===== src/rtl/qfr_pkg.sv =====
`default_nettype none
package qfr_pkg;

    // field and parameter widths
    localparam int WIDTH = 32;          // reduced parts must fit this many bits, signed
    localparam int DW    = 32;          // operand and result field width
    localparam int OW    = DW + 2;      // multiplier operand, holds a + 2*b
    localparam int PW    = 2 * OW;      // product width
    localparam int XW    = 72;          // combined sums before the wide multiply
    localparam int AW    = 136;         // wide accumulator, holds a 66-bit square
    localparam int GW    = 100;         // gcd and divide width, holds any arithmetic part
    localparam int KW    = $clog2(GW + 1);
    localparam int NPROD = 7;
    localparam int PIW   = $clog2(NPROD);
    localparam int NLANE = 3;
    localparam int QD    = 2;
    localparam int QAW   = $clog2(QD);
    localparam int QCW   = $clog2(QD + 1);

    localparam logic [GW-1:0] LIM = GW'(1) << (WIDTH - 1);

    // operation codes, equal to the mode field for the known modes
    localparam logic [2:0] OP_ADD  = 3'd0;
    localparam logic [2:0] OP_SUB  = 3'd1;
    localparam logic [2:0] OP_MUL  = 3'd2;
    localparam logic [2:0] OP_DIV  = 3'd3;
    localparam logic [2:0] OP_CONJ = 3'd4;
    localparam logic [2:0] OP_CMP  = 3'd5;
    localparam logic [2:0] OP_BAD  = 3'd6;

    localparam logic [1:0] ORD_LESS = 2'd0;
    localparam logic [1:0] ORD_EQ   = 2'd1;
    localparam logic [1:0] ORD_GT   = 2'd2;

    typedef struct packed {
        logic [2:0]            op;
        logic signed [DW-1:0]  a;
        logic signed [DW-1:0]  b;
        logic signed [DW-1:0]  c;
        logic signed [DW-1:0]  x;
        logic signed [DW-1:0]  y;
        logic signed [DW-1:0]  z;
        logic signed [OW-1:0]  ab2;     // a + 2*b
        logic signed [OW-1:0]  xy2;     // x + 2*y
    } t_job;

    typedef struct packed {
        logic full;
        logic empty;
    } t_qstat;

    typedef struct packed {
        logic signed [DW-1:0] res_int;
        logic signed [DW-1:0] res_beta;
        logic signed [DW-1:0] res_den;
        logic [1:0]           order;
        logic                 was_reduced;
        logic                 error_flag;
    } t_res;

    function automatic logic signed [OW-1:0] f_sx(input logic signed [DW-1:0] v);
        return {{(OW-DW){v[DW-1]}}, v};
    endfunction

    function automatic logic signed [XW-1:0] f_xw(input logic signed [DW-1:0] v);
        return {{(XW-DW){v[DW-1]}}, v};
    endfunction

    function automatic logic [XW-1:0] f_abs(input logic signed [XW-1:0] v);
        return v[XW-1] ? ((~v) + XW'(1)) : v;
    endfunction

endpackage
`default_nettype wire


===== src/rtl/qfr_fifo.sv =====
`default_nettype none
module qfr_fifo (
    input  wire logic           i_clk,
    input  wire logic           i_rst_n,
    input  wire logic           i_push,
    input  wire qfr_pkg::t_job  i_job,
    input  wire logic           i_pop,
    output qfr_pkg::t_job       o_job,
    output qfr_pkg::t_qstat     o_qstat
);

    qfr_pkg::t_job                r_mem [qfr_pkg::QD];
    logic [qfr_pkg::QAW-1:0]      r_wp;
    logic [qfr_pkg::QAW-1:0]      r_rp;
    logic [qfr_pkg::QCW-1:0]      r_cnt;

    assign o_qstat.full  = (r_cnt == qfr_pkg::QCW'(qfr_pkg::QD));
    assign o_qstat.empty = (r_cnt == '0);
    assign o_job         = r_mem[r_rp];

    always_ff @(posedge i_clk) begin
        if (!i_rst_n) begin
            r_wp  <= '0;
            r_rp  <= '0;
            r_cnt <= '0;
        end else begin
            if (i_push) begin
                r_wp <= r_wp + qfr_pkg::QAW'(1);
            end
            if (i_pop) begin
                r_rp <= r_rp + qfr_pkg::QAW'(1);
            end
            r_cnt <= r_cnt + qfr_pkg::QCW'(i_push) - qfr_pkg::QCW'(i_pop);
        end
    end

    always_ff @(posedge i_clk) begin
        if (i_push) begin
            r_mem[r_wp] <= i_job;
        end
    end

endmodule
`default_nettype wire


===== config.mk =====
export PLATFORM = sky130hd
export DESIGN_NAME = qfr_fifo
export DESIGN_NICKNAME = d
export VERILOG_FILES = /design/src/rtl/qfr_pkg.sv /design/src/rtl/qfr_fifo.sv
export SDC_FILE = /design/constraint.sdc
export NUM_CORES = 1
export LEC_CHECK = 0
export BUFFER_PORTS_ARGS = -buffer_cell sky130_fd_sc_hd__clkbuf_2
export CORE_ASPECT_RATIO = 0.7
export CORE_MARGIN = 4
export CORE_UTILIZATION = 46
export CTS_CLUSTER_DIAMETER = 200
export DETAILED_ROUTE_END_ITERATION = 7
export HOLD_SLACK_MARGIN = 0.12
export PLACE_DENSITY = 0.7
export REMOVE_ABC_BUFFERS = 1
export SLEW_MARGIN = 20
export SYNTH_ARGS = -nofsm -noshare
export SYNTH_HDL_FRONTEND = slang
export SYNTH_SLANG_ARGS = --single-unit
export TNS_END_PERCENT = 20

===== constraint.sdc =====
create_clock -name i_clk -period 20.8 [get_ports i_clk]
set_input_delay 3.12 -clock i_clk [delete_from_list [all_inputs] [get_ports i_clk]]
set_output_delay 3.12 -clock i_clk [all_outputs]
set_load 0.03 [all_outputs]

Yosys cells after proc, flatten, opt, wreduce, memory -nomap -nowiden:

Memory sizes are Yosys's and may differ from the RTL's. A register that Yosys moved wholly into a read port is not among the register bits.
Index checks and enable logic that the tools add are counted.

* flip-flop bits (word level): 4
* RAM bits: 526
* input port bits: 267
* output and inout port bits: 265
* word-level logic and storage cells: 14
* memories: 1

Memory list
* r_mem: depth 2, width 263, read ports 1, clocked after memory_dff 1, write ports 1, RTL line qfr_fifo.sv:12 `qfr_pkg::t_job r_mem [qfr_pkg::QD];`

* $add $sub $neg: 4
* equal/unequal tests: 1
* muxes and demuxes: 4
* reduce and logical (&&, ||, !) cells: 1

Operators by type and width (number)
* $mux W1: 4
* $add A1 B1 Y1 const B: 2
* $add A2 B1 Y2: 1
* $eq A2 B2 Y1 const B: 1
* $logic_not A2 Y1: 1
* $sub A2 B1 Y2: 1

Depth between registers and ports, before layout:

Gate-level depths: netlist of the first run.

* word-level depth: 3
* mapped depth: 6
* gate-level depth less buffers: 6

Worst setup path after synthesis of the first run:

No wires, ideal clock.

* path kind: in2reg
* start: in i_push
* end: reg r_wp
* library setup time: 112 ps
* data arrival time: 15330 ps
* required time: 20688 ps
* slack: 5358 ps
* stages on the path: 2
* buffers on the path: 0
* cell sequence: nor2b_1 o21a_1

RTL lines
* start: declaration: RTL line qfr_fifo.sv:5 `input wire logic i_push,`
* end signal: assignment: RTL line qfr_fifo.sv:28 `r_wp <= r_wp + qfr_pkg::QAW'(1);`
* end: declaration: RTL line qfr_fifo.sv:13 `logic [qfr_pkg::QAW-1:0] r_wp;`

==> impl_metrics.json, run 1 <==
{
  "drc": 0,
  "combPwrFrac_pct": 13.8,
  "crit_fanout": 63,
  "critPathRequiredTime_ps": 17680,
  "htree_levels": 2,
  "max_cap_viol_count": 0,
  "nNetsFinal": 1668,
  "synth_cell_types": 15,
  "hold_path_class": "flop to flop",
  "drt-pass1-iter-count": 5,
  "grt_pass1_wl_um": 63100,
  "finalCriticalPeriod_ps": 6120,
  "fin_crit_sh_pct": 29.4,
  "grt_overflow": 0,
  "ant_nets": 0,
  "rows": 62,
  "cts_inserted_buffers": 49,
  "seq_power_share_pct": 51.9,
  "grt_start_max_net_pins": 179,
  "chipHeight_um": 180,
  "dr.max_layer_used": "met5",
  "dr_wl_met2_um": 22100,
  "yosys_warnings": 0,
  "worstPathArrival_ps": 3000,
  "p_leak_nw": 9.27,
  "tns_ps": 0,
  "pwr-share-clk_pct": 34.3,
  "ios": 532,
  "r2r-start": "r_wp$_SDFFE_PN0P_",
  "worst_pin_slew_ps": 1150,
  "cts_buffer_depth": 3,
  "rsz0062_at_grt": "false",
  "power_density_nw_per_um2": 100,
  "ys_seq_area_share_pct": 81.7,
  "syn-cell-area_um2": 19500,
  "fillers": 3142,
  "postLayoutCoreUtil_pct": 58.3,
  "status": "finished clean",
  "fmax_mhz": 163,
  "gp_congestion": 0.784,
  "tritoncts": "done",
  "clk_latency_ps": 550,
  "antenna_found_initial": 7,
  "clock_skew_ps": 7.13,
  "grt_pass1_vias": 10600,
  "synth_cells": 839,
  "finalMaxSlewViolations": 0,
  "hpwl_um": 29400,
  "cts_hold_repair.buffers": 0,
  "portBuffers": 531,
  "p_int_mw": 1.82,
  "switchingPower_uw": 596,
  "via_count": 9907,
  "setup_viol": 0,
  "post-cts-setup-buffers": 0,
  "whs_ps": 588,
  "core_um2": 41400,
  "routed_wl_um": 43000,
  "ir_drop_mv": 0.0768,
  "setup.worst_path.class": "flop to output pin",
  "post_drt_wl_per_cell_um": 21.7,
  "cts_root_buf": "clkbuf_16",
  "die_w_um": 254,
  "drtIter0Drc": 579,
  "swShare_pct": 24.6,
  "grt.total_usage_pct": 18.0,
  "wl_met1_um": 15800,
  "max_slew_margin_pct": 23.1,
  "floorplan.initialDensity_pct": 47.0,
  "dr_wl_met3_um": 3710,
  "post_cts_resized": 0,
  "finalHoldViolations": 0,
  "hold_start": "r_rp$_SDFFE_PN0P_",
  "die_area_um2": 45700,
  "syn_avg_cell_area_um2": 23.2,
  "synth.ff_latch_count": 531,
  "clk_transition_reported_paths_ps": 60,
  "final_layout_size_suffix_gt1_share_pct": 61.0,
  "areaGrowthSynthToFinish_pct": 24.0,
  "cts.sinks": 531,
  "cp-end-kind": "output pin",
  "viasPerCell": 5.01,
  "start_kind": "flop"
}
==> synthesized netlist by cell type, drive strengths merged <==
master    n  share of area [%]
xor2      1              0.045
nor2b     4               0.13
and2      4               0.13
dfxtp     5               0.51
o21a      1              0.039
inv       2              0.039
edfxtp  526                 81
nor2      1              0.019
ha        2               0.13
mux2    263                 17
buf      29                1.1
xnor3     1               0.12
==> cells in the final DEF, fill, tap and decap left out, types with 2 or more instances in the layout <==
| cell type | Yosys | routed |
|---|---|---|
| mux2_4 | 70 | 70 |
| bufinv_16 | 0 | 2 |
| nor2b_1 | 4 | 3 |
| edfxtp_1 | 526 | 526 |
| clkinv_1 | 0 | 6 |
| ha_1 | 2 | 2 |
| diode_2 | 0 | 4 |
| clkbuf_1 | 0 | 8 |
| mux2_2 | 193 | 193 |
| and2_1 | 4 | 3 |
| clkinv_2 | 0 | 11 |
| inv_1 | 2 | 2 |
| clkbuf_8 | 0 | 3 |
| clkbuf_16 | 0 | 49 |
| buf_4 | 11 | 5 |
| dfxtp_1 | 5 | 4 |
| clkbuf_2 | 0 | 531 |
| buf_12 | 0 | 2 |
==> worst max-delay path, stage by stage, from the launching register on <==
cell,delay (ps)
dfxtp_4,830
buf_4,870
mux2_2,450
clkbuf_2,190
==> path summary, 6_finish.rpt <==
path / endpoint / slack [ps] / depth (start not counted)
setup / recovery: o_job[73] / 14680 / 3
hold / removal: flop / 590 / 2
setup reg to reg: r_mem[1][167]$_DFFE_PP_ / 17390 / 3
hold reg to reg: flop / 590 / 2
==> routing by layer <==
layer / global-route usage [%] / vias up
li1: - / 4494
met1: 21.2 / 4966
met2: 31.5 / 352
met3: 6.02 / 89
met4: 5.33 / 6
met5: 0 / -
==> metrics by stage <==
step	cell area, um^2	cells	worst slack [ps]	power [mW]
finish	24100	1978	14680	2.42
global route	24100	1976	14520	2.52
CTS	24100	1974	14610	2.45
detailed placement	22700	1892	14460	1.62
global placement	22700	1892	14500	1.61
floorplan	19200	810	5360	1.54
==> area by class of cell <==
cell class              count  area [um^2]  share of cell area (%)
flip-flops and latches    531        15900                    65.8
multi-input cells         277         3350                    13.9
repair buffers            538         2740                    11.3
clock buffers              60         1300                    5.37
well taps                 544          681                    2.82
clock inverters            22          163                   0.674
diodes                      4         10.0                  0.0415
inverters                   2         7.51                  0.0311
==> sequential cells by signal, summed over array words and instances, names as in the netlist, named ones only <==
register  flops
r_mem       526
r_cnt         2
r_rp          1
r_wp          1
==> cell families (layout without fill, tap and decap cells) <==
group                      after synthesis  in the layout  share of synthesized area, %
AOI/OAI and AO/OA                        1              1                        0.0386
xor gates and xnor gates                 2              2                         0.161
adders and majority gates                2              2                         0.129
buffers and inverters                   31            622                          1.18
DFF                                    531            531                          81.7
muxes                                  263            263                          16.6
other                                    0              4                             0
and+or+nand+nor                          9              9                         0.276
==> power by group through the flow <==
| stage | sequential (mW) | combinational [mW] | clock, mW |
|---|---|---|---|
| after global routing | 1.26 | 0.351 | 0.906 |
| final | 1.26 | 0.333 | 0.831 |
| after detailed placement | 1.28 | 0.336 | 0 |
| after CTS | 1.26 | 0.338 | 0.860 |
| after global placement | 1.28 | 0.333 | 0 |
| after floorplan | 1.30 | 0.232 | 0 |
(Power assumes the default switching activity.)
==> run 2, diff against run 1 <==
==> constraint.sdc (replaced) <==
create_clock -name i_clk -period 5.94 [get_ports i_clk]
set_input_delay 0.891 -clock i_clk [delete_from_list [all_inputs] [get_ports i_clk]]
set_output_delay 0.891 -clock i_clk [all_outputs]
set_load 0.03 [all_outputs]
==> impl_metrics.json, run 2 (synthesis gave the netlist of run 1 again) <==
{
  "status": "finished clean",
  "finalCriticalPeriod_ps": 3560,
  "drc": 0,
  "cts_inserted_buffers": 49,
  "final_area_um2": 24300,
  "postLayoutCoreUtil_pct": 58.8,
  "cts.sinks": 531,
  "grt_start_max_net_pins": 145,
  "combPwrFrac_pct": 13.4,
  "chipHeight_um": 180,
  "layout_commonest_cell": "clkbuf_2",
  "critPathRequiredTime_ps": 5050,
  "via_count": 9811,
  "ir_drop_mv": 0.226,
  "grt_use_met2_pct": 31.4,
  "die_area_um2": 45700,
  "max_slew_margin_pct": 35.1,
  "preCtsSetupSlack_ps": 2970,
  "htree_levels": 2,
  "grt_pass1_vias": 10300,
  "endpoint": "o_job[134]",
  "finalHoldViolations": 0,
  "post-cts-setup-buffers": 0,
  "max_cap_viol_count": 0,
  "setup.worst_path.class": "flop to output pin",
  "top_regs": "r_mem: 526 flops, r_cnt: 2 flops",
  "swShare_pct": 24.1,
  "clock_skew_ps": 19.0,
  "routed_wl_um": 43000,
  "regMostFlops": "r_mem",
  "grt.total_usage_pct": 17.8,
  "post_cts_resized": 0,
  "hpwl_um": 29200,
  "die_w_um": 254,
  "largest_register_ffs": 526,
  "tns_ps": 0,
  "crit_fanout": 98,
  "cp-end-kind": "output pin",
  "cts_hold_repair.buffers": 0,
  "max_stage_delay_ps": 820,
  "floorplan.initialDensity_pct": 47.0,
  "worstPathArrival_ps": 2670,
  "fin_ws_ps": 2380,
  "clk_latency_ps": 550,
  "worst_pin_slew_ps": 973,
  "p_leak_nw": 9.34,
  "cts_root_buf": "clkbuf_16",
  "drt-pass1-iter-count": 5,
  "areaGrowthSynthToFinish_pct": 25.0,
  "grt_busiest_layer": "met2",
  "tritoncts": "done",
  "rsz0062_at_grt": "false",
  "grt_overflow": 0,
  "crit_chain": "buf_12 -> mux2_2 -> clkbuf_2",
  "hold_path_class": "input port to flop",
  "reg2regPathDepth": 2,
  "setup_viol": 0,
  "pwr-share-clk_pct": 36.2,
  "cts_buffer_depth": 3,
  "gp_congestion": 0.820,
  "final_cell_mix": "531 x clkbuf_2, 526 x edfxtp_1, 193 x mux2_2",
  "viasPerCell": 4.96,
  "fmax_mhz": 281,
  "antenna_found_initial": 4,
  "clk_transition_reported_paths_ps": 60,
  "crit_slowest_cell": "dfxtp_4",
  "critPathBufInv": 2,
  "post_drt_wl_per_cell_um": 21.7,
  "ios": 532,
  "rows": 62,
  "grt_pass1_wl_um": 62300,
  "start_kind": "flop",
  "r2r_slack_ps": 4230,
  "fin_crit_sh_pct": 60.0,
  "switchingPower_mw": 2.11,
  "ant_nets": 0,
  "power_density_nw_per_um2": 359,
  "finalMaxSlewViolations": 0,
  "seq_power_share_pct": 50.4,
  "cp_top_family": "flip-flops",
  "p_int_mw": 6.62,
  "r2r-end": "r_mem[1][239]$_DFFE_PP_",
  "drtIter0Drc": 565,
  "path_depth": 3,
  "core_um2": 41400,
  "placed_area_um2": 22700,
  "nNetsFinal": 1668,
  "grtUsageMet1_pct": 21.0,
  "r2r-start": "r_wp$_SDFFE_PN0P_",
  "portBuffers": 531,
  "final_layout_size_suffix_gt1_share_pct": 60.8,
  "use_met3_pct": 5.54
}
==> run 2: cell types whose count changed in the layout (fill, tap and decap cells not counted), sizes merged <==
cell      before  now
clkinvlp       1    2
bufinv         2    7
clkinv        18   15
diode          4    2
==> run 2: metal layers <==
metal,share of wire (%),wire (um),up-vias
li1,-,-,4479
met1,38,16100,4933
met2,52,22100,322
met3,7.9,3380,75
met4,3.0,1290,2
met5,0.037,16,-
==> run 2: worst min-delay path by stage <==
stage	startpoint	end	slack, ps	cells after the start
global route	i_job[132]	r_mem[1][132]$_DFFE_PP_	490	1
global placement	r_rp$_SDFFE_PN0P_	flop	560	2
CTS	i_job[92]	r_mem[0][92]$_DFFE_PP_	490	1
finish	i_job[260]	r_mem[1][260]$_DFFE_PP_	530	1
floorplan	r_rp$_SDFFE_PN0P_	flop	550	2
detailed placement	r_rp$_SDFFE_PN0P_	flop	570	2
==> run 2: area by class of cell <==
| type | instances | area (um^2) |
|---|---|---|
| sequential | 531 | 15900 |
| clock inverter | 25 | 302 |
| tap | 544 | 681 |
| multi-input combinational | 277 | 3350 |
| timing repair buffer | 538 | 2790 |
| fill | 3101 | 17100 |
| antenna | 2 | 5.00 |
| inverter | 2 | 7.51 |
| clock buffer | 60 | 1310 |
==> run 2: stage by stage <==
| stage | hold slack [ps] | cells | power [mW] |
|---|---|---|---|
| floorplan | 555 | 810 | 5.38 |
| global placement | 558 | 1892 | 5.63 |
| detailed placement | 569 | 1892 | 5.65 |
| CTS | 492 | 1977 | 8.81 |
| global route | 489 | 1979 | 9.05 |
| finish | 526 | 1979 | 8.73 |
==> run 2: worst register-to-register path, delay by kind of cell (launching register included) <==
kind	cells	cell delay (ps)
simple gates	1	200
buf+inv	1	410
flops	1	380
==> run 2: power groups by stage <==
| stage | combinational (mW) | clock (mW) | sequential (mW) |
|---|---|---|---|
| 6_report | 1.17 | 3.16 | 4.40 |
| 2_1_floorplan | 0.812 | 0 | 4.57 |
| 3_5_place_dp | 1.18 | 0 | 4.48 |
| 3_3_place_gp | 1.17 | 0 | 4.46 |
| 5_1_grt | 1.23 | 3.41 | 4.41 |
| 4_1_cts | 1.18 | 3.23 | 4.40 |
==> run 3, diff against run 2 <==
--- a/config.mk
+++ b/config.mk
@@ -5,6 +5,7 @@
 export SDC_FILE = /design/constraint.sdc
 export NUM_CORES = 1
 export LEC_CHECK = 0
+export ABC_AREA = 1
 export BUFFER_PORTS_ARGS = -buffer_cell sky130_fd_sc_hd__clkbuf_2
 export CORE_ASPECT_RATIO = 0.7
 export CORE_MARGIN = 4
==> constraint.sdc (replaced) <==
create_clock -name i_clk -period 3.35 [get_ports i_clk]
set_input_delay 0.5025 -clock i_clk [delete_from_list [all_inputs] [get_ports i_clk]]
set_output_delay 0.5025 -clock i_clk [all_outputs]
set_load 0.03 [all_outputs]
==> impl_metrics.json, run 3 <==
{
  "clk_latency_ps": 540,
  "fin_ws_ps": 585,
  "layout_commonest_cell": "clkbuf_2",
  "final_layout_size_suffix_gt1_share_pct": 55.8,
  "p_leak_nw": 9.89,
  "tritoncts": "done",
  "grt_pass1_vias": 11300,
  "rsz0062_at_grt": "false",
  "nNetsFinal": 1801,
  "synth.most_common_cell": "edfxtp_1",
  "power_mw": 15.3,
  "yosys.area.top_type": "edfxtp_1",
  "setup.worst_path.class": "flop to output pin",
  "synth_top_cells_by_count": "526 x edfxtp_1, 193 x mux2_2, 70 x mux2_4",
  "rows": 62,
  "die_w_um": 254,
  "reg2regPathDepth": 3,
  "clock_skew_ps": 12.2,
  "ios": 532,
  "cts_root_buf": "clkbuf_16",
  "floorplan.initialDensity_pct": 47.0,
  "regMostFlops": "r_mem",
  "switchingPower_mw": 3.58,
  "synth_top_area_share_pct": 81.1,
  "max_stage_delay_ps": 610,
  "synthTopCellsByArea": "edfxtp_1 81%, mux2_2 11%, mux2_4 5.4%",
  "chipHeight_um": 180,
  "antenna_found_initial": 7,
  "grt_pass1_wl_um": 66100,
  "crit_slowest_cell": "dfxtp_4",
  "swShare_pct": 23.4,
  "finalHoldViolations": 0,
  "finalMaxSlewViolations": 0,
  "gp_congestion": 0.817,
  "synth_cell_types": 13,
  "async_flop_share_pct": 0,
  "cts.sinks": 531,
  "grt_overflow": 0,
  "worstPathArrival_ps": 2260,
  "p_int_mw": 11.7,
  "seq_power_share_pct": 51.0,
  "areaGrowthSynthToFinish_pct": 31.4,
  "post-cts-setup-buffers": 0,
  "status": "finished clean",
  "syn-cell-area_um2": 19500,
  "synth_cells": 851,
  "largest_register_ffs": 526,
  "ir_drop_mv": 0.398,
  "synth_ff_type": "edfxtp_1",
  "htree_levels": 2,
  "preCtsSetupSlack_ps": 1130,
  "grt_start_max_net_pins": 146,
  "drtIter0Drc": 665,
  "crit_fanout": 83,
  "worst_pin_slew_ps": 976,
  "die_area_um2": 45700,
  "fin_crit_sh_pct": 82.5,
  "cts_inserted_buffers": 48,
  "ant_nets": 0,
  "max_slew_margin_pct": 34.9,
  "cp-end-kind": "output pin",
  "clk_transition_reported_paths_ps": 60,
  "finalCriticalPeriod_ps": 2760,
  "ys_seq_area_share_pct": 81.7,
  "hpwl_um": 30100,
  "final_cell_mix": "531 x clkbuf_2, 526 x edfxtp_1, 193 x mux2_2",
  "power_density_nw_per_um2": 599,
  "core_um2": 41400,
  "drc": 0,
  "via_count": 10500,
  "top_regs": "r_mem: 526 flops, r_cnt: 2 flops",
  "whs_ps": 150,
  "pwr-share-clk_pct": 36.2,
  "drt-pass1-iter-count": 4,
  "synth-edff-count": 526,
  "cts_buffer_depth": 3,
  "viasPerCell": 4.97,
  "crit_chain": "buf_12 -> mux2_2 -> clkbuf_2",
  "portBuffers": 531,
  "syn_avg_cell_area_um2": 22.9,
  "routed_wl_um": 44500,
  "grt.total_usage_pct": 18.8,
  "placed_area_um2": 22800,
  "combPwrFrac_pct": 12.9,
  "post_drt_wl_per_cell_um": 21.0,
  "final_area_um2": 25600,
  "synth.ff_latch_count": 531,
  "worstHoldPathCells": 1,
  "setup_viol": 0,
  "postLayoutCoreUtil_pct": 61.7,
  "yosys_warnings": 0,
  "start_kind": "flop",
  "r2r_slack_ps": 1550,
  "max_cap_viol_count": 0,
  "fmax_mhz": 362,
  "hold_path_class": "input port to flop",
  "critPathRequiredTime_ps": 2850
}
==> run 3: cell count changes after synthesis, sizes merged <==
cell and change:
xor2 -1, nand2 +8, and2 -4, nand3 +1, nor2 +8, inv +5, xnor3 -1, o21a -1
a21oi +1, nor2b -4
==> run 3: cell families (layout without fill, tap and decap cells) <==
kind of cell,Yosys count,count (layout),synth area share (%)
AOI/OAI and AO/OA,1,1,0.0257
DFF,531,531,81.7
muxes,263,263,16.6
buffers and inverters,36,750,1.28
adders and majority gates,2,2,0.129
other,0,8,0
and+or+nand+nor,18,18,0.353
==> run 3: stage by stage <==
stage	cells	TNS, ps
after floorplan	822	-4525510
after global placement	1910	0
after detailed placement	1910	0
after CTS	2096	0
after global routing	2114	0
final	2117	0
==> run 3: path summary, 6_finish.rpt <==
kind / from / endpoint
worst max-delay path: flop / o_job[108]
worst min-delay path: i_job[50] / r_mem[1][50]$_DFFE_PP_
worst max register to register: r_wp$_SDFFE_PN0P_ / r_mem[1][189]$_DFFE_PP_
worst min register to register: r_rp$_SDFFE_PN0P_ / flop
==> run 3: area by class of cell <==
cell class | instances | area (um^2)
antenna | 8 | 20.0
clock buffer | 57 | 1260
clock inverter | 26 | 324
fill | 2948 | 15900
inverter | 7 | 33.8
multi-input combinational | 284 | 3330
sequential | 531 | 15900
tap | 544 | 681
timing repair buffer | 660 | 4030
==> run 3: routing by layer <==
layer / wire length (um) / GRT usage (%)
met3: 3260 / 5.30
met1: 16700 / 22.9
met5: 34 / 0
met2: 22900 / 32.0
met4: 1640 / 7.32
==> run 3: critical path, delay by kind of cell, from the launching register on <==
kind	cells	cell delay [ps]
flops	1	610
mux	1	390
buf+inv	2	620
==> run 3: what timing repair did <==
item | 4_1_cts | 5_1_grt
endpoints found under the hold margin | 197 | 23
hold buffers | 103 | 13
resized for setup | 0 | 0
==> run 3: power groups by stage <==
stage / sequential [mW] / clock [mW] / combinational [mW]
3_3_place_gp: 7.93 / 0 / 1.85
2_1_floorplan: 8.08 / 0 / 1.25
5_1_grt: 7.82 / 5.99 / 2.09
6_report: 7.80 / 5.54 / 1.97
3_5_place_dp: 7.94 / 0 / 1.87
4_1_cts: 7.80 / 5.67 / 1.98
