`config.mk`:
```
export PLATFORM = sky130hd
export DESIGN_NAME = qfr_front
export DESIGN_NICKNAME = d
export VERILOG_FILES = /design/src/rtl/qfr_pkg.sv /design/src/rtl/qfr_front.sv
export SDC_FILE = /design/constraint.sdc
export NUM_CORES = 1
export LEC_CHECK = 0
export ABC_AREA = 1
export BUFFER_PORTS_ARGS = -buffer_cell sky130_fd_sc_hd__buf_2
export CAP_MARGIN = 30
export CORE_ASPECT_RATIO = 0.6
export CORE_MARGIN = 4
export CORE_UTILIZATION = 45
export DETAILED_ROUTE_END_ITERATION = 16
export PLACE_DENSITY = 0.84
export SYNTH_ARGS = -nofsm -noshare
export SYNTH_HDL_FRONTEND = slang
export SYNTH_SLANG_ARGS = --single-unit
```
`constraint.sdc`:
```
create_clock -name i_clk -period 13 [get_ports i_clk]
set_input_delay 0 -clock i_clk [delete_from_list [all_inputs] [get_ports i_clk]]
set_output_delay 0 -clock i_clk [all_outputs]
set_load 0.02 [all_outputs]
```
`src/rtl/qfr_pkg.sv`:
```
`default_nettype none
package qfr_pkg;

    // field and parameter widths
    localparam int WIDTH = 32;          // reduced parts must fit this many bits, signed
    localparam int DW    = 32;          // operand and result field width
    localparam int OW    = DW + 2;      // multiplier operand, holds a + 2*b
    localparam int PW    = 2 * OW;      // product width
    localparam int XW    = 72;          // combined sums before the wide multiply
    localparam int AW    = 136;         // wide accumulator, holds a 66-bit square
    localparam int GW    = 100;         // gcd and divide width, holds any arithmetic part
    localparam int KW    = $clog2(GW + 1);
    localparam int NPROD = 7;
    localparam int PIW   = $clog2(NPROD);
    localparam int NLANE = 3;
    localparam int QD    = 2;
    localparam int QAW   = $clog2(QD);
    localparam int QCW   = $clog2(QD + 1);

    localparam logic [GW-1:0] LIM = GW'(1) << (WIDTH - 1);

    // operation codes, equal to the mode field for the known modes
    localparam logic [2:0] OP_ADD  = 3'd0;
    localparam logic [2:0] OP_SUB  = 3'd1;
    localparam logic [2:0] OP_MUL  = 3'd2;
    localparam logic [2:0] OP_DIV  = 3'd3;
    localparam logic [2:0] OP_CONJ = 3'd4;
    localparam logic [2:0] OP_CMP  = 3'd5;
    localparam logic [2:0] OP_BAD  = 3'd6;

    localparam logic [1:0] ORD_LESS = 2'd0;
    localparam logic [1:0] ORD_EQ   = 2'd1;
    localparam logic [1:0] ORD_GT   = 2'd2;

    typedef struct packed {
        logic [2:0]            op;
        logic signed [DW-1:0]  a;
        logic signed [DW-1:0]  b;
        logic signed [DW-1:0]  c;
        logic signed [DW-1:0]  x;
        logic signed [DW-1:0]  y;
        logic signed [DW-1:0]  z;
        logic signed [OW-1:0]  ab2;     // a + 2*b
        logic signed [OW-1:0]  xy2;     // x + 2*y
    } t_job;

    typedef struct packed {
        logic full;
        logic empty;
    } t_qstat;

    typedef struct packed {
        logic signed [DW-1:0] res_int;
        logic signed [DW-1:0] res_beta;
        logic signed [DW-1:0] res_den;
        logic [1:0]           order;
        logic                 was_reduced;
        logic                 error_flag;
    } t_res;

    function automatic logic signed [OW-1:0] f_sx(input logic signed [DW-1:0] v);
        return {{(OW-DW){v[DW-1]}}, v};
    endfunction

    function automatic logic signed [XW-1:0] f_xw(input logic signed [DW-1:0] v);
        return {{(XW-DW){v[DW-1]}}, v};
    endfunction

    function automatic logic [XW-1:0] f_abs(input logic signed [XW-1:0] v);
        return v[XW-1] ? ((~v) + XW'(1)) : v;
    endfunction

endpackage
`default_nettype wire

```
`src/rtl/qfr_front.sv`:
```
`default_nettype none
module qfr_front (
    input  wire logic                           i_clk,
    input  wire logic                           i_rst_n,
    input  wire logic                           i_valid,
    output logic                                o_stall,
    input  wire logic [2:0]                     i_mode,
    input  wire logic signed [qfr_pkg::DW-1:0]  i_a,
    input  wire logic signed [qfr_pkg::DW-1:0]  i_b,
    input  wire logic signed [qfr_pkg::DW-1:0]  i_c,
    input  wire logic signed [qfr_pkg::DW-1:0]  i_x,
    input  wire logic signed [qfr_pkg::DW-1:0]  i_y,
    input  wire logic signed [qfr_pkg::DW-1:0]  i_z,
    input  wire qfr_pkg::t_qstat                i_qstat,
    output logic                                o_push,
    output qfr_pkg::t_job                       o_job
);

    logic          r_valid;
    qfr_pkg::t_job r_job;
    qfr_pkg::t_job n_job;
    logic          w_accept;

    assign o_push   = r_valid && !i_qstat.full;
    assign o_stall  = r_valid && i_qstat.full;
    assign w_accept = i_valid && !o_stall;
    assign o_job    = r_job;

    always_comb begin
        n_job.op  = (i_mode > qfr_pkg::OP_CMP) ? qfr_pkg::OP_BAD : i_mode;
        n_job.a   = i_a;
        n_job.b   = i_b;
        n_job.c   = i_c;
        n_job.x   = i_x;
        n_job.y   = i_y;
        n_job.z   = i_z;
        n_job.ab2 = qfr_pkg::f_sx(i_a) + (qfr_pkg::f_sx(i_b) <<< 1);
        n_job.xy2 = qfr_pkg::f_sx(i_x) + (qfr_pkg::f_sx(i_y) <<< 1);
    end

    always_ff @(posedge i_clk) begin
        if (!i_rst_n) begin
            r_valid <= 1'b0;
        end else if (w_accept) begin
            r_valid <= 1'b1;
        end else if (o_push) begin
            r_valid <= 1'b0;
        end
    end

    always_ff @(posedge i_clk) begin
        if (w_accept) begin
            r_job <= n_job;
        end
    end

endmodule
`default_nettype wire

```
Yosys cells after proc, flatten, opt, wreduce, memory -nomap -nowiden
Cells that the tools add are included.
Operators by class
  reductions and logical operators: 6
  mux-type cells: 2
  magnitude comparators: 1
  $add $sub $neg: 2
Operators with widths (count)
  32-bit by 33-bit adder with 34-bit output: 2
  3-bit > comparator, second input constant: 1
  1-bit logical AND: 3
  1-bit zero test: 2
  1-bit two-way mux: 2
  2-bit nonzero test: 1
Word-level totals
  logic and storage cells: 21
  output and inout bits: 265
  bits of input ports: 200
  register bits: 264

Depth between registers and ports, before layout
Gate-level depths: netlist of run 1.
  word-level depth: 4
  depth in mapped cells: 12
  mapped depth without buffers: 12

Least setup slack after synthesis of run 1
No wires, ideal clock.
  path kind: flip-flop to flip-flop
  start: reg r_valid
  end: reg r_job (netlist bit o_job[100]) (enable)
  path slack: 0.818 ns
  setup time: 0.888 ns
  required time: 12.112 ns
  cell stages (with the launch flop): 4
  clock period less this slack: 12.182 ns
  arrival: 11.293 ns
  buffers on the path: 0
  path through: dfxtp_1 -> nand2_1 -> inv_1 -> nor2_1
Between the ends
  longest elaborated chain between the ends: 3
RTL lines
  start, declared: line qfr_front.sv:19  | logic r_valid;
  start signal, assigned: line qfr_front.sv:43  | r_valid <= 1'b0;
  start signal, assigned: line qfr_front.sv:45  | r_valid <= 1'b1;
  start signal, assigned: line qfr_front.sv:47  | r_valid <= 1'b0;
  1-bit logical AND: line qfr_front.sv:25  | assign o_stall = r_valid && i_qstat.full;
  via o_stall: line qfr_front.sv:6  | output logic o_stall,
  1-bit zero test: line qfr_front.sv:26  | assign w_accept = i_valid && !o_stall;
  1-bit logical AND: line qfr_front.sv:26
  via w_accept: line qfr_front.sv:22  | logic w_accept;
  end signal, assigned: line qfr_front.sv:53  | r_job <= n_job;
  end, declared: line qfr_front.sv:20  | qfr_pkg::t_job r_job;
The timed path passes the listed nets, and every way through them passes these cells.
A chain may end at the register's enable or synchronous reset.

Worst setup path after layout of run 1
  start: reg r_valid
  end: reg r_job (netlist bit o_job[162]) (enable)
Between the ends
  longest elaborated chain between the ends: 3
RTL lines (line)
  1-bit logical AND: qfr_front.sv:25
  1-bit zero test: qfr_front.sv:26
  1-bit logical AND: qfr_front.sv:26
  via w_accept: qfr_front.sv:22
The timed path passes the listed nets, and every way through them passes these cells.

==> results.yml, run 1 <==
synthesis:
  synthSimpleGateAreaFrac: 0.203
  synth-xor-area-share: 0.0206
  ys_seq_elements: 262
  synth-compound-area-share: 0.0192
  syn_area_per_cell_sq_um: 9.71
  synth.area.mux_share: 0
  syn_inst: 1314
  syn_area_sq_mm: 0.0128
  synth_fa_ha_area_frac: 0.0659
  yosys_warnings: 0
  syn-num-nets: 1580
  synth_cell_type_count: 21
  synth_top_family_by_area: "simple AND/OR/NAND/NOR gates"
  yosysSeqAreaShare: 0.616
clock_network:
  cts-htree-levels: 1
  cts_tree: "done"
  insertion_delay_ps: 540
  postCtsResizedCells: 0
  clk_pin_slew_ps: 70
  cts_setup_buffers: 0
  cts_root_buffer: "clkbuf_16"
  cts_max_path_buffers: 3
  numCtsBuffers: 25
  clock_sinks: 262
route:
  drt_iter0_drc: 820
  post-route-drc-count: 0
  drt-total-wl_mm: 41.8
  wl_per_cell_um: 17.5
  via_per_inst: 4.85
  dr.pass1.iters: 5
  ant_nets: 0
  num_vias: 11600
timing:
  period_needed_ps: 2440
  final.setup_skew_ps: 11.0
  report.final.slew_viol_count: 0
  finalSetupViolations: 0
  max-slew-margin-rel: 0.189
  fin_ws_ps: 10560
  finalCritPeriodShare: 0.188
  rsz0062_at_grt: "no"
  tightest_slew_ps: 1220
  hold_violations: 0
  fmax_ghz: 0.409
  setup_tns_ps: 0
min_path:
  hp-class: "input port to register"
  hold_depth: 4
  hp-start: "i_valid"
  hold-path-endpoint: "o_job[148]"
power:
  internal_power_w: 0.00157
  power_frac_seq: 0.465
  p_comb_frac: 0.220
  leakage_nw: 9.26
  power.density_mw_per_mm2: 121
  clkPwrFrac: 0.316
  p_switching_w: 0.000652
  ir_worst_vdd_mv: 0.0971
  sw_frac_of_total: 0.294
layout:
  mostFrequentLayoutCells: "nand2_1 (500), buf_2 (463), edfxtp_1 (261), inv_1 (249), dlygate4sd3_1 (197)"
  drive_gt1_frac: 0.255
  final_common_cell: "nand2_1"
  layoutNonFillerInstCount: 2386
  area_delta_synth_final_pct: 43.4
  fillers: 2069
  layout.nets: 2266
critical_path:
  reg2reg_depth: 6
  worstPathArrival_ps: 2580
  r2r-end: "o_job[162]"
  path_class: "register to register"
  endpoint_kind: "register"
  regToRegSetupSlack_ps: 10560
  crit_path_start: "r_valid"
  timing.rr.start: "r_valid"
  crit_path_start_kind: "register"
  required_ps: 13140
  cp_max_fo: 182
die:
  ios: 465
  rows: 47
  die_area_sq_mm: 0.0312
  start_util: 0.460
  core_area_sq_mm: 0.0278
  die_w_um: 225
  die_h_um: 138
global_route:
  gr-usage-all-layers: 0.257
  grt_pass1_wl_mm: 63.5
  grt_max_degree: 183
  grt_overflow_total: 0
  antenna_found_initial: 1
  grt_pass1_vias: 11800
placement:
  dp_hpwl_mm: 29.4
  io_buffers: 463
  gp_congestion: 0.896
  placedCellCount: 2142
  dp_slack_ps: 10410
status:
  status: "finished, final reports clean"
flow_run:
  cap_violations: 0
routing by layer:
metal  vias up  track usage  part of all wire
met4         0       0.0847             0.036
met5         -            0                 0
met1      5414        0.303              0.38
met2       494        0.468              0.51
li1       5562            -                 -
met3       102       0.0544             0.072
cells in the mapped netlist:
master / number / area, sq um
nand3_2: 2 / 20.0
xor2_1: 28 / 245
clkbuf_1: 2 / 7.51
edfxtp_1: 261 / 7840
nor3_1: 8 / 40.0
nand2_2: 11 / 68.8
fa_1: 2 / 40.0
o21bai_1: 2 / 15.0
a21o_1: 2 / 15.0
a21boi_0: 2 / 15.0
ha_1: 64 / 801
nor2_1: 80 / 300
buf_4: 2 / 15.0
a21oi_1: 40 / 200
nand4_1: 6 / 37.5
inv_1: 249 / 935
or2_1: 2 / 12.5
xnor2_1: 2 / 17.5
nand3_1: 48 / 240
nand2_1: 500 / 1880
dfxtp_1: 1 / 20.0
how the worst max path moves through the flow:
stage / cells past startpoint / to / slack (ps)
floorplan: 3 / o_job[100] / 820
global placement: 5 / o_job[212] / 10490
detailed placement: 5 / o_job[251] / 10410
CTS: 5 / o_job[216] / 10390
global route: 6 / o_job[217] / 10460
finish: 6 / o_job[162] / 10560
logic make-up (layout without fill, tap and decap cells):
family | after synthesis | after routing
other cells | 0 | 1
xor+xnor | 30 | 30
simple gates | 657 | 657
buf+inv | 253 | 957
compound gates | 46 | 46
flops | 262 | 262
fa+ha+maj | 66 | 66
critical path, stage by stage, from the launching register on:
cell,delay (ps)
dfxtp_1,330
nand2_1,90
inv_1,80
nor2_4,70
buf_4,180
buf_16,330
buf_12,550
flip-flops by register name, summed over array words and instances, names as in the netlist:
signal	flops
o_job	261
r_valid	1
stage by stage:
stage	total power, W	hold WS, ps	utilization	instance area, sq um
after detailed placement	0.00148	178	0.560	15500
after global placement	0.00147	176	0.560	15500
after global routing	0.00232	22.9	0.659	18300
final	0.00222	28.4	0.659	18300
after CTS	0.00222	148	0.658	18300
after floorplan	0.00133	79.8	-	12800
final cells by class:
cell class              count  area, sq um  share of cell area
inverters                 249          935              0.0511
well taps                 367          459              0.0251
multi-input cells         799         3950               0.216
diodes                      1         2.50            0.000137
flip-flops and latches    262         7860               0.429
clock buffers              33          656              0.0358
clock inverters            12         96.3             0.00526
repair buffers            663         4340               0.237
power by group through the flow:
| stage | clock network [W] | logic [W] | registers [W] |
|---|---|---|---|
| after floorplan | 0 | 0.000184 | 0.00115 |
| after global routing | 0.000755 | 0.000530 | 0.00104 |
| after detailed placement | 0 | 0.000430 | 0.00105 |
| after global placement | 0 | 0.000423 | 0.00104 |
| after CTS | 0.000710 | 0.000480 | 0.00103 |
| final | 0.000701 | 0.000487 | 0.00103 |
repair_timing:
| action | CTS | global route |
|---|---|---|
| endpoints found under the hold margin | 211 | 0 |
| endpoints found under the setup margin | 0 | 0 |
| hold buffers | 197 | 0 |
Power figures use the tool's default switching activity.
==> run 2, diff against run 1 <==
==> constraint.sdc (replaced) <==
create_clock -name i_clk -period 1.95 [get_ports i_clk]
set_input_delay 0 -clock i_clk [delete_from_list [all_inputs] [get_ports i_clk]]
set_output_delay 0 -clock i_clk [all_outputs]
set_load 0.02 [all_outputs]
==> run 2 against run 1 <==
  * Utilization up 1.0 points
  * Total power rose to 7.0 times the previous value
  * Sequential share of layout area down 0.63 points
  * Die area unchanged
  * Via count up 2.2%
  * Worst setup slack worse by 10000 ps
  * Cell count up 0.50%
  * Cell area up 1.5%
  * Sequential power rose to 6.7 times the previous value
  * Clock-buffer cell count down 5
  * Register-to-register slack worse by 10000 ps
  * Global-route usage up 0.57 points
==> results.yml, run 2 (same netlist as run 1, synthesis figures left out) <==
status:
  status: "finished, final reports clean"
critical_path:
  slowest_delay_ps: 540
  cp.buffers_inverters: 2
  path_class: "input port to register"
  crit_path_start: "i_a[3]"
  critical-path-top-delay-family: "simple AND/OR/NAND/NOR gates"
  crit_path_start_kind: "input port"
  cpMostUsedCell: "nand2_1"
  reg2reg_depth: 5
  required_ps: 2260
  regToRegSetupSlack_ps: 410
  endpoint_kind: "register"
  worstPathArrival_ps: 2130
  slowest_stage: "dlygate4sd3_1"
  crit_chain: "dlygate4sd3_1 -> buf_2 -> ha_1 -> nand2_1 -> nand3_2 -> nand2_1 -> nand2_1 -> nand2_1 -> nand2_1 -> nand2_1 -> nand2_1 -> nand2_1 -> nand2_1"
  r2r-end: "o_job[227]"
  cp_max_fo: 6
  timing.rr.start: "r_valid"
clock_network:
  cts_setup_buffers: 0
  cts_tree: "done"
  cts-htree-levels: 1
  numCtsBuffers: 26
  clock_sinks: 262
  insertion_delay_ps: 550
  clk_pin_slew_ps: 70
  cts_root_buffer: "clkbuf_16"
  cts_max_path_buffers: 3
power:
  leakage_nw: 9.38
  ir_worst_vdd_mv: 0.707
  power.density_mw_per_mm2: 836
layout:
  layout.nets: 2276
  drive_gt1_frac: 0.265
  final_common_cell: "nand2_1"
  mostFrequentLayoutCells: "nand2_1 (496), buf_2 (463), edfxtp_1 (261), inv_1 (248), dlygate4sd3_1 (197)"
  finish.utilization: 0.669
  area_delta_synth_final_pct: 45.6
  largest_reg_flops: 261
  fillers: 2042
  final_area_sq_mm: 0.0186
placement:
  io_buffers: 463
  dp_hpwl_mm: 30.7
  gp_congestion: 0.920
  dp_slack_ps: 92.2
  placed_area_sq_mm: 0.0157
route:
  wl_per_cell_um: 17.9
  drt-total-wl_mm: 42.9
  via_per_inst: 4.93
  drt_iter0_drc: 867
  ant_nets: 0
  num_vias: 11800
  dr.pass1.iters: 6
  post-route-drc-count: 0
global_route:
  grt_pass1_vias: 11900
  grt_overflow_total: 0
  antenna_found_initial: 1
  gr-usage-all-layers: 0.263
  grt_max_degree: 51
  grt_pass1_wl_mm: 64.7
min_path:
  hold_depth: 4
  hold-path-endpoint: "o_job[190]"
  hp-start: "i_valid"
  hp-class: "input port to register"
flow_run:
  cap_violations: 0
timing:
  holdWs_ps: 95.2
  max-slew-margin-rel: 0.812
  finalCritPeriodShare: 0.938
  tightest_slew_ps: 280
  report.final.slew_viol_count: 0
  hold_violations: 0
  final.setup_skew_ps: 15.0
  fmax_ghz: 0.547
  period_needed_ps: 1830
  finalSetupViolations: 0
  fin_ws_ps: 122
die:
  ios: 465
  core_area_sq_mm: 0.0278
  rows: 47
  start_util: 0.460
  die_h_um: 138
  die_area_sq_mm: 0.0312
  die_w_um: 225
## run 2: power by group
group | internal, W | switching [W]
clock | 0.00305 | 0.00228
sequential | 0.00674 | 0.000137
combinational | 0.00122 | 0.00210
## run 2: worst max path at each step
stage | endpoint | slack, ps | cells after the start
after global routing | o_job[65] | -10 | 14
after floorplan | o_job[100] | -2770 | 3
final | o_job[64] | 120 | 13
after CTS | o_job[67] | 130 | 14
after global placement | o_job[65] | 140 | 13
after detailed placement | o_job[31] | 90 | 13
## run 2: area by class of cell
class	instances	area (sq um)	area share
timing repair buffer	672	4470	0.240
inverter	249	937	0.0504
tap	367	459	0.0247
antenna	1	2.50	0.000135
clock inverter	20	208	0.0112
sequential	262	7860	0.423
multi-input combinational	799	3970	0.214
clock buffer	28	679	0.0366
## run 2: routing by layer
layer | vias up | share of wire | global-route usage
met3 | 107 | 0.078 | 0.0432
met5 | - | 0 | 0
met1 | 5520 | 0.38 | 0.314
met4 | 0 | 0.037 | 0.0812
li1 | 5588 | - | -
met2 | 607 | 0.51 | 0.485
## run 2: metrics by stage
| step | total power (W) | instances | setup TNS, ps |
|---|---|---|---|
| 6_report | 0.0155 | 2398 | 0 |
| 5_1_grt | 0.0162 | 2398 | -19.7 |
| 4_1_cts | 0.0155 | 2397 | 0 |
| 3_5_place_dp | 0.00991 | 2152 | 0 |
| 3_3_place_gp | 0.00984 | 2152 | 0 |
| 2_1_floorplan | 0.00878 | 1314 | -723020 |
## run 2: what timing repair did
action / CTS / global route
hold endpoints to repair: 220 / 0
hold buffers: 197 / 0
resized for setup: 0 / 5
endpoints found under the setup margin: 0 / 8
## run 2: worst reg2reg max path, delay by kind of cell, from the launching register on
family	cells	cell delay, ps
buf+inv	3	620
simple gates	2	250
flops	1	320
==> run 3, diff against run 2 <==
--- a/config.mk
+++ b/config.mk
@@ -10,9 +10,9 @@
 export CAP_MARGIN = 30
 export CORE_ASPECT_RATIO = 0.6
 export CORE_MARGIN = 4
-export CORE_UTILIZATION = 45
+export CORE_UTILIZATION = 50
 export DETAILED_ROUTE_END_ITERATION = 16
-export PLACE_DENSITY = 0.84
+export PLACE_DENSITY = 0.88
 export SYNTH_ARGS = -nofsm -noshare
 export SYNTH_HDL_FRONTEND = slang
 export SYNTH_SLANG_ARGS = --single-unit
==> constraint.sdc (replaced) <==
create_clock -name i_clk -period 1.8 [get_ports i_clk]
set_input_delay 0 -clock i_clk [delete_from_list [all_inputs] [get_ports i_clk]]
set_output_delay 0 -clock i_clk [all_outputs]
set_load 0.02 [all_outputs]
==> run 3 against run 2 <==
  * Utilization grew 8.2 points
  * Die area down 9.5%
  * Sequential cell count is the same
  * Non-clock buffer count rose by 7
  * Register-to-register slack worse by 140 ps
  * Sequential power increased by 8.4%
  * Worst setup slack got worse by 40 ps
  * Via count rose by 1.8%
  * Critical endpoint is now o_job[52]
  * Largest cell class unchanged
  * Highest routed layer unchanged
==> results.yml, run 3 (same netlist as run 1, synthesis figures left out) <==
route:
  num_vias: 12000
  wl_per_cell_um: 19.0
  ant_nets: 0
  dr.pass1.iters: 5
  post-route-drc-count: 0
  drt-total-wl_mm: 44.8
  drt_iter0_drc: 1204
  via_per_inst: 5.10
die:
  start_util: 0.517
  ios: 465
  die_area_sq_mm: 0.0282
  rows: 44
  core_area_sq_mm: 0.0247
  die_h_um: 132
  die_w_um: 214
critical_path:
  worstPathArrival_ps: 2020
  cp.buffers_inverters: 3
  slowest_delay_ps: 570
  path_class: "input port to register"
  slowest_stage: "dlygate4sd3_1"
  crit_path_start_kind: "input port"
  endpoint_kind: "register"
  required_ps: 2100
  cp_max_fo: 4
  cpMostUsedCell: "nand2_1"
  crit_chain: "dlygate4sd3_1 -> buf_2 -> ha_1 -> nand2_1 -> inv_1 -> nand2_1 -> nand2_1 -> nand2_1 -> nand3_1 -> nand2_1 -> nand3_1 -> nand2_1 -> nand2_1"
  critical-path-top-delay-family: "simple AND/OR/NAND/NOR gates"
status:
  status: "finished, final reports clean"
layout:
  multiInputGateArea_sq_mm: 0.00405
  layout.nets: 2282
  final_area_sq_mm: 0.0185
  area_delta_synth_final_pct: 45.3
  fillers: 1616
  mostFrequentLayoutCells: "nand2_1 (490), buf_2 (463), edfxtp_1 (261), inv_1 (248), dlygate4sd3_1 (199)"
  register_area_sq_mm: 0.00786
  final_common_cell: "nand2_1"
  largest_reg_flops: 261
  drive_gt1_frac: 0.275
power:
  sw_frac_of_total: 0.295
  clkPwrFrac: 0.316
  ir_worst_vdd_mv: 0.842
  internal_power_w: 0.0115
  leakage_nw: 9.34
  power.density_mw_per_mm2: 879
  p_switching_w: 0.00481
  power_frac_seq: 0.458
  p_comb_frac: 0.226
placement:
  io_buffers: 463
  dp_hpwl_mm: 30.8
  placed_area_sq_mm: 0.0157
  gp_congestion: 0.968
global_route:
  grt_overflow_total: 0
  grt_pass1_vias: 12100
  grt_pass1_wl_mm: 68.7
  antenna_found_initial: 4
  gr-usage-all-layers: 0.306
  grt_max_degree: 62
timing:
  setup_tns_ps: 0
  period_needed_ps: 1720
  final.setup_skew_ps: 15.1
  report.final.slew_viol_count: 0
  tightest_slew_ps: 339
  rsz0062_at_grt: "yes"
  max-slew-margin-rel: 0.774
  finalSetupViolations: 0
  hold_violations: 0
  fmax_ghz: 0.582
  finalCritPeriodShare: 0.954
clock_network:
  cts_setup_buffers: 0
  cts_tree: "done"
  insertion_delay_ps: 540
  clk_pin_slew_ps: 70
  numCtsBuffers: 25
  cts_max_path_buffers: 3
  clock_sinks: 262
  cts-htree-levels: 1
  cts_root_buffer: "clkbuf_16"
min_path:
  hp-class: "input port to register"
flow_run:
  cap_violations: 0
run 3: cell types whose count changed in the layout (fill, tap and decap cells not counted), moves of 3 or more:
cell / previous run / this run
diode_2: 1 / 4
a21oi_2: 0 / 6
ha_1: 64 / 55
a21oi_1: 40 / 34
buf_4: 5 / 10
clkbuf_1: 1 / 6
nand2_1: 496 / 490
nand2_2: 15 / 21
ha_2: 0 / 8
run 3: worst reg2reg max path, stage by stage (launching register included):
cell and delay [ps]:
dfxtp_2 330, nand2_2 90, inv_4 40, nor2_4 220, buf_12 290, buf_12 260
run 3: power groups by stage:
stage / registers [W] / clock network, W / logic [W]
after global routing: 0.00749 / 0.00546 / 0.00397
after global placement: 0.00755 / 0 / 0.00312
final: 0.00746 / 0.00515 / 0.00369
after floorplan: 0.00818 / 0 / 0.00133
after CTS: 0.00745 / 0.00515 / 0.00355
after detailed placement: 0.00757 / 0 / 0.00319
run 3: timing repair:
action | in CTS | in global routing
hold buffers | 199 | 0
resized for setup | 0 | 29
setup endpoints to repair | 0 | 24
endpoints found under the hold margin | 208 | 0
run 3: final cells by class:
class | instances | area share
sequential | 262 | 0.424
clock buffer | 31 | 0.0350
timing repair buffer | 679 | 0.244
inverter | 249 | 0.0505
tap | 322 | 0.0217
multi-input combinational | 799 | 0.219
antenna | 4 | 0.000540
clock inverter | 11 | 0.00574
run 3: final timing paths:
path	depth (start not counted)	slack [ps]	end	from
worst max-delay path	13	80	o_job[52]	i_a[5]
worst min-delay path	3	80	o_job[2]	i_x[1]
worst max register to register	5	270	o_job[220]	r_valid
worst min register to register	4	910	o_job[36]	r_valid
run 3: per-stage QoR:
step	hold slack, ps	instances	total power (W)	worst slack [ps]	utilization
2_1_floorplan	79.8	1314	0.00951	-2920	-
3_3_place_gp	177	2112	0.0107	-19.8	0.636
3_5_place_dp	178	2112	0.0108	-33.9	0.636
4_1_cts	28.1	2353	0.0162	11.9	0.747
5_1_grt	99.3	2357	0.0169	-8.60	0.752
6_report	79.9	2357	0.0163	82.0	0.752
run 3: routing by layer:
| metal | part of all wire | global-route usage | wire length (um) |
|---|---|---|---|
| met1 | 0.38 | 0.377 | 16900 |
| met2 | 0.50 | 0.544 | 22400 |
| met3 | 0.082 | 0.0596 | 3680 |
| met4 | 0.040 | 0.105 | 1780 |
| met5 | 0 | 0 | 0 |
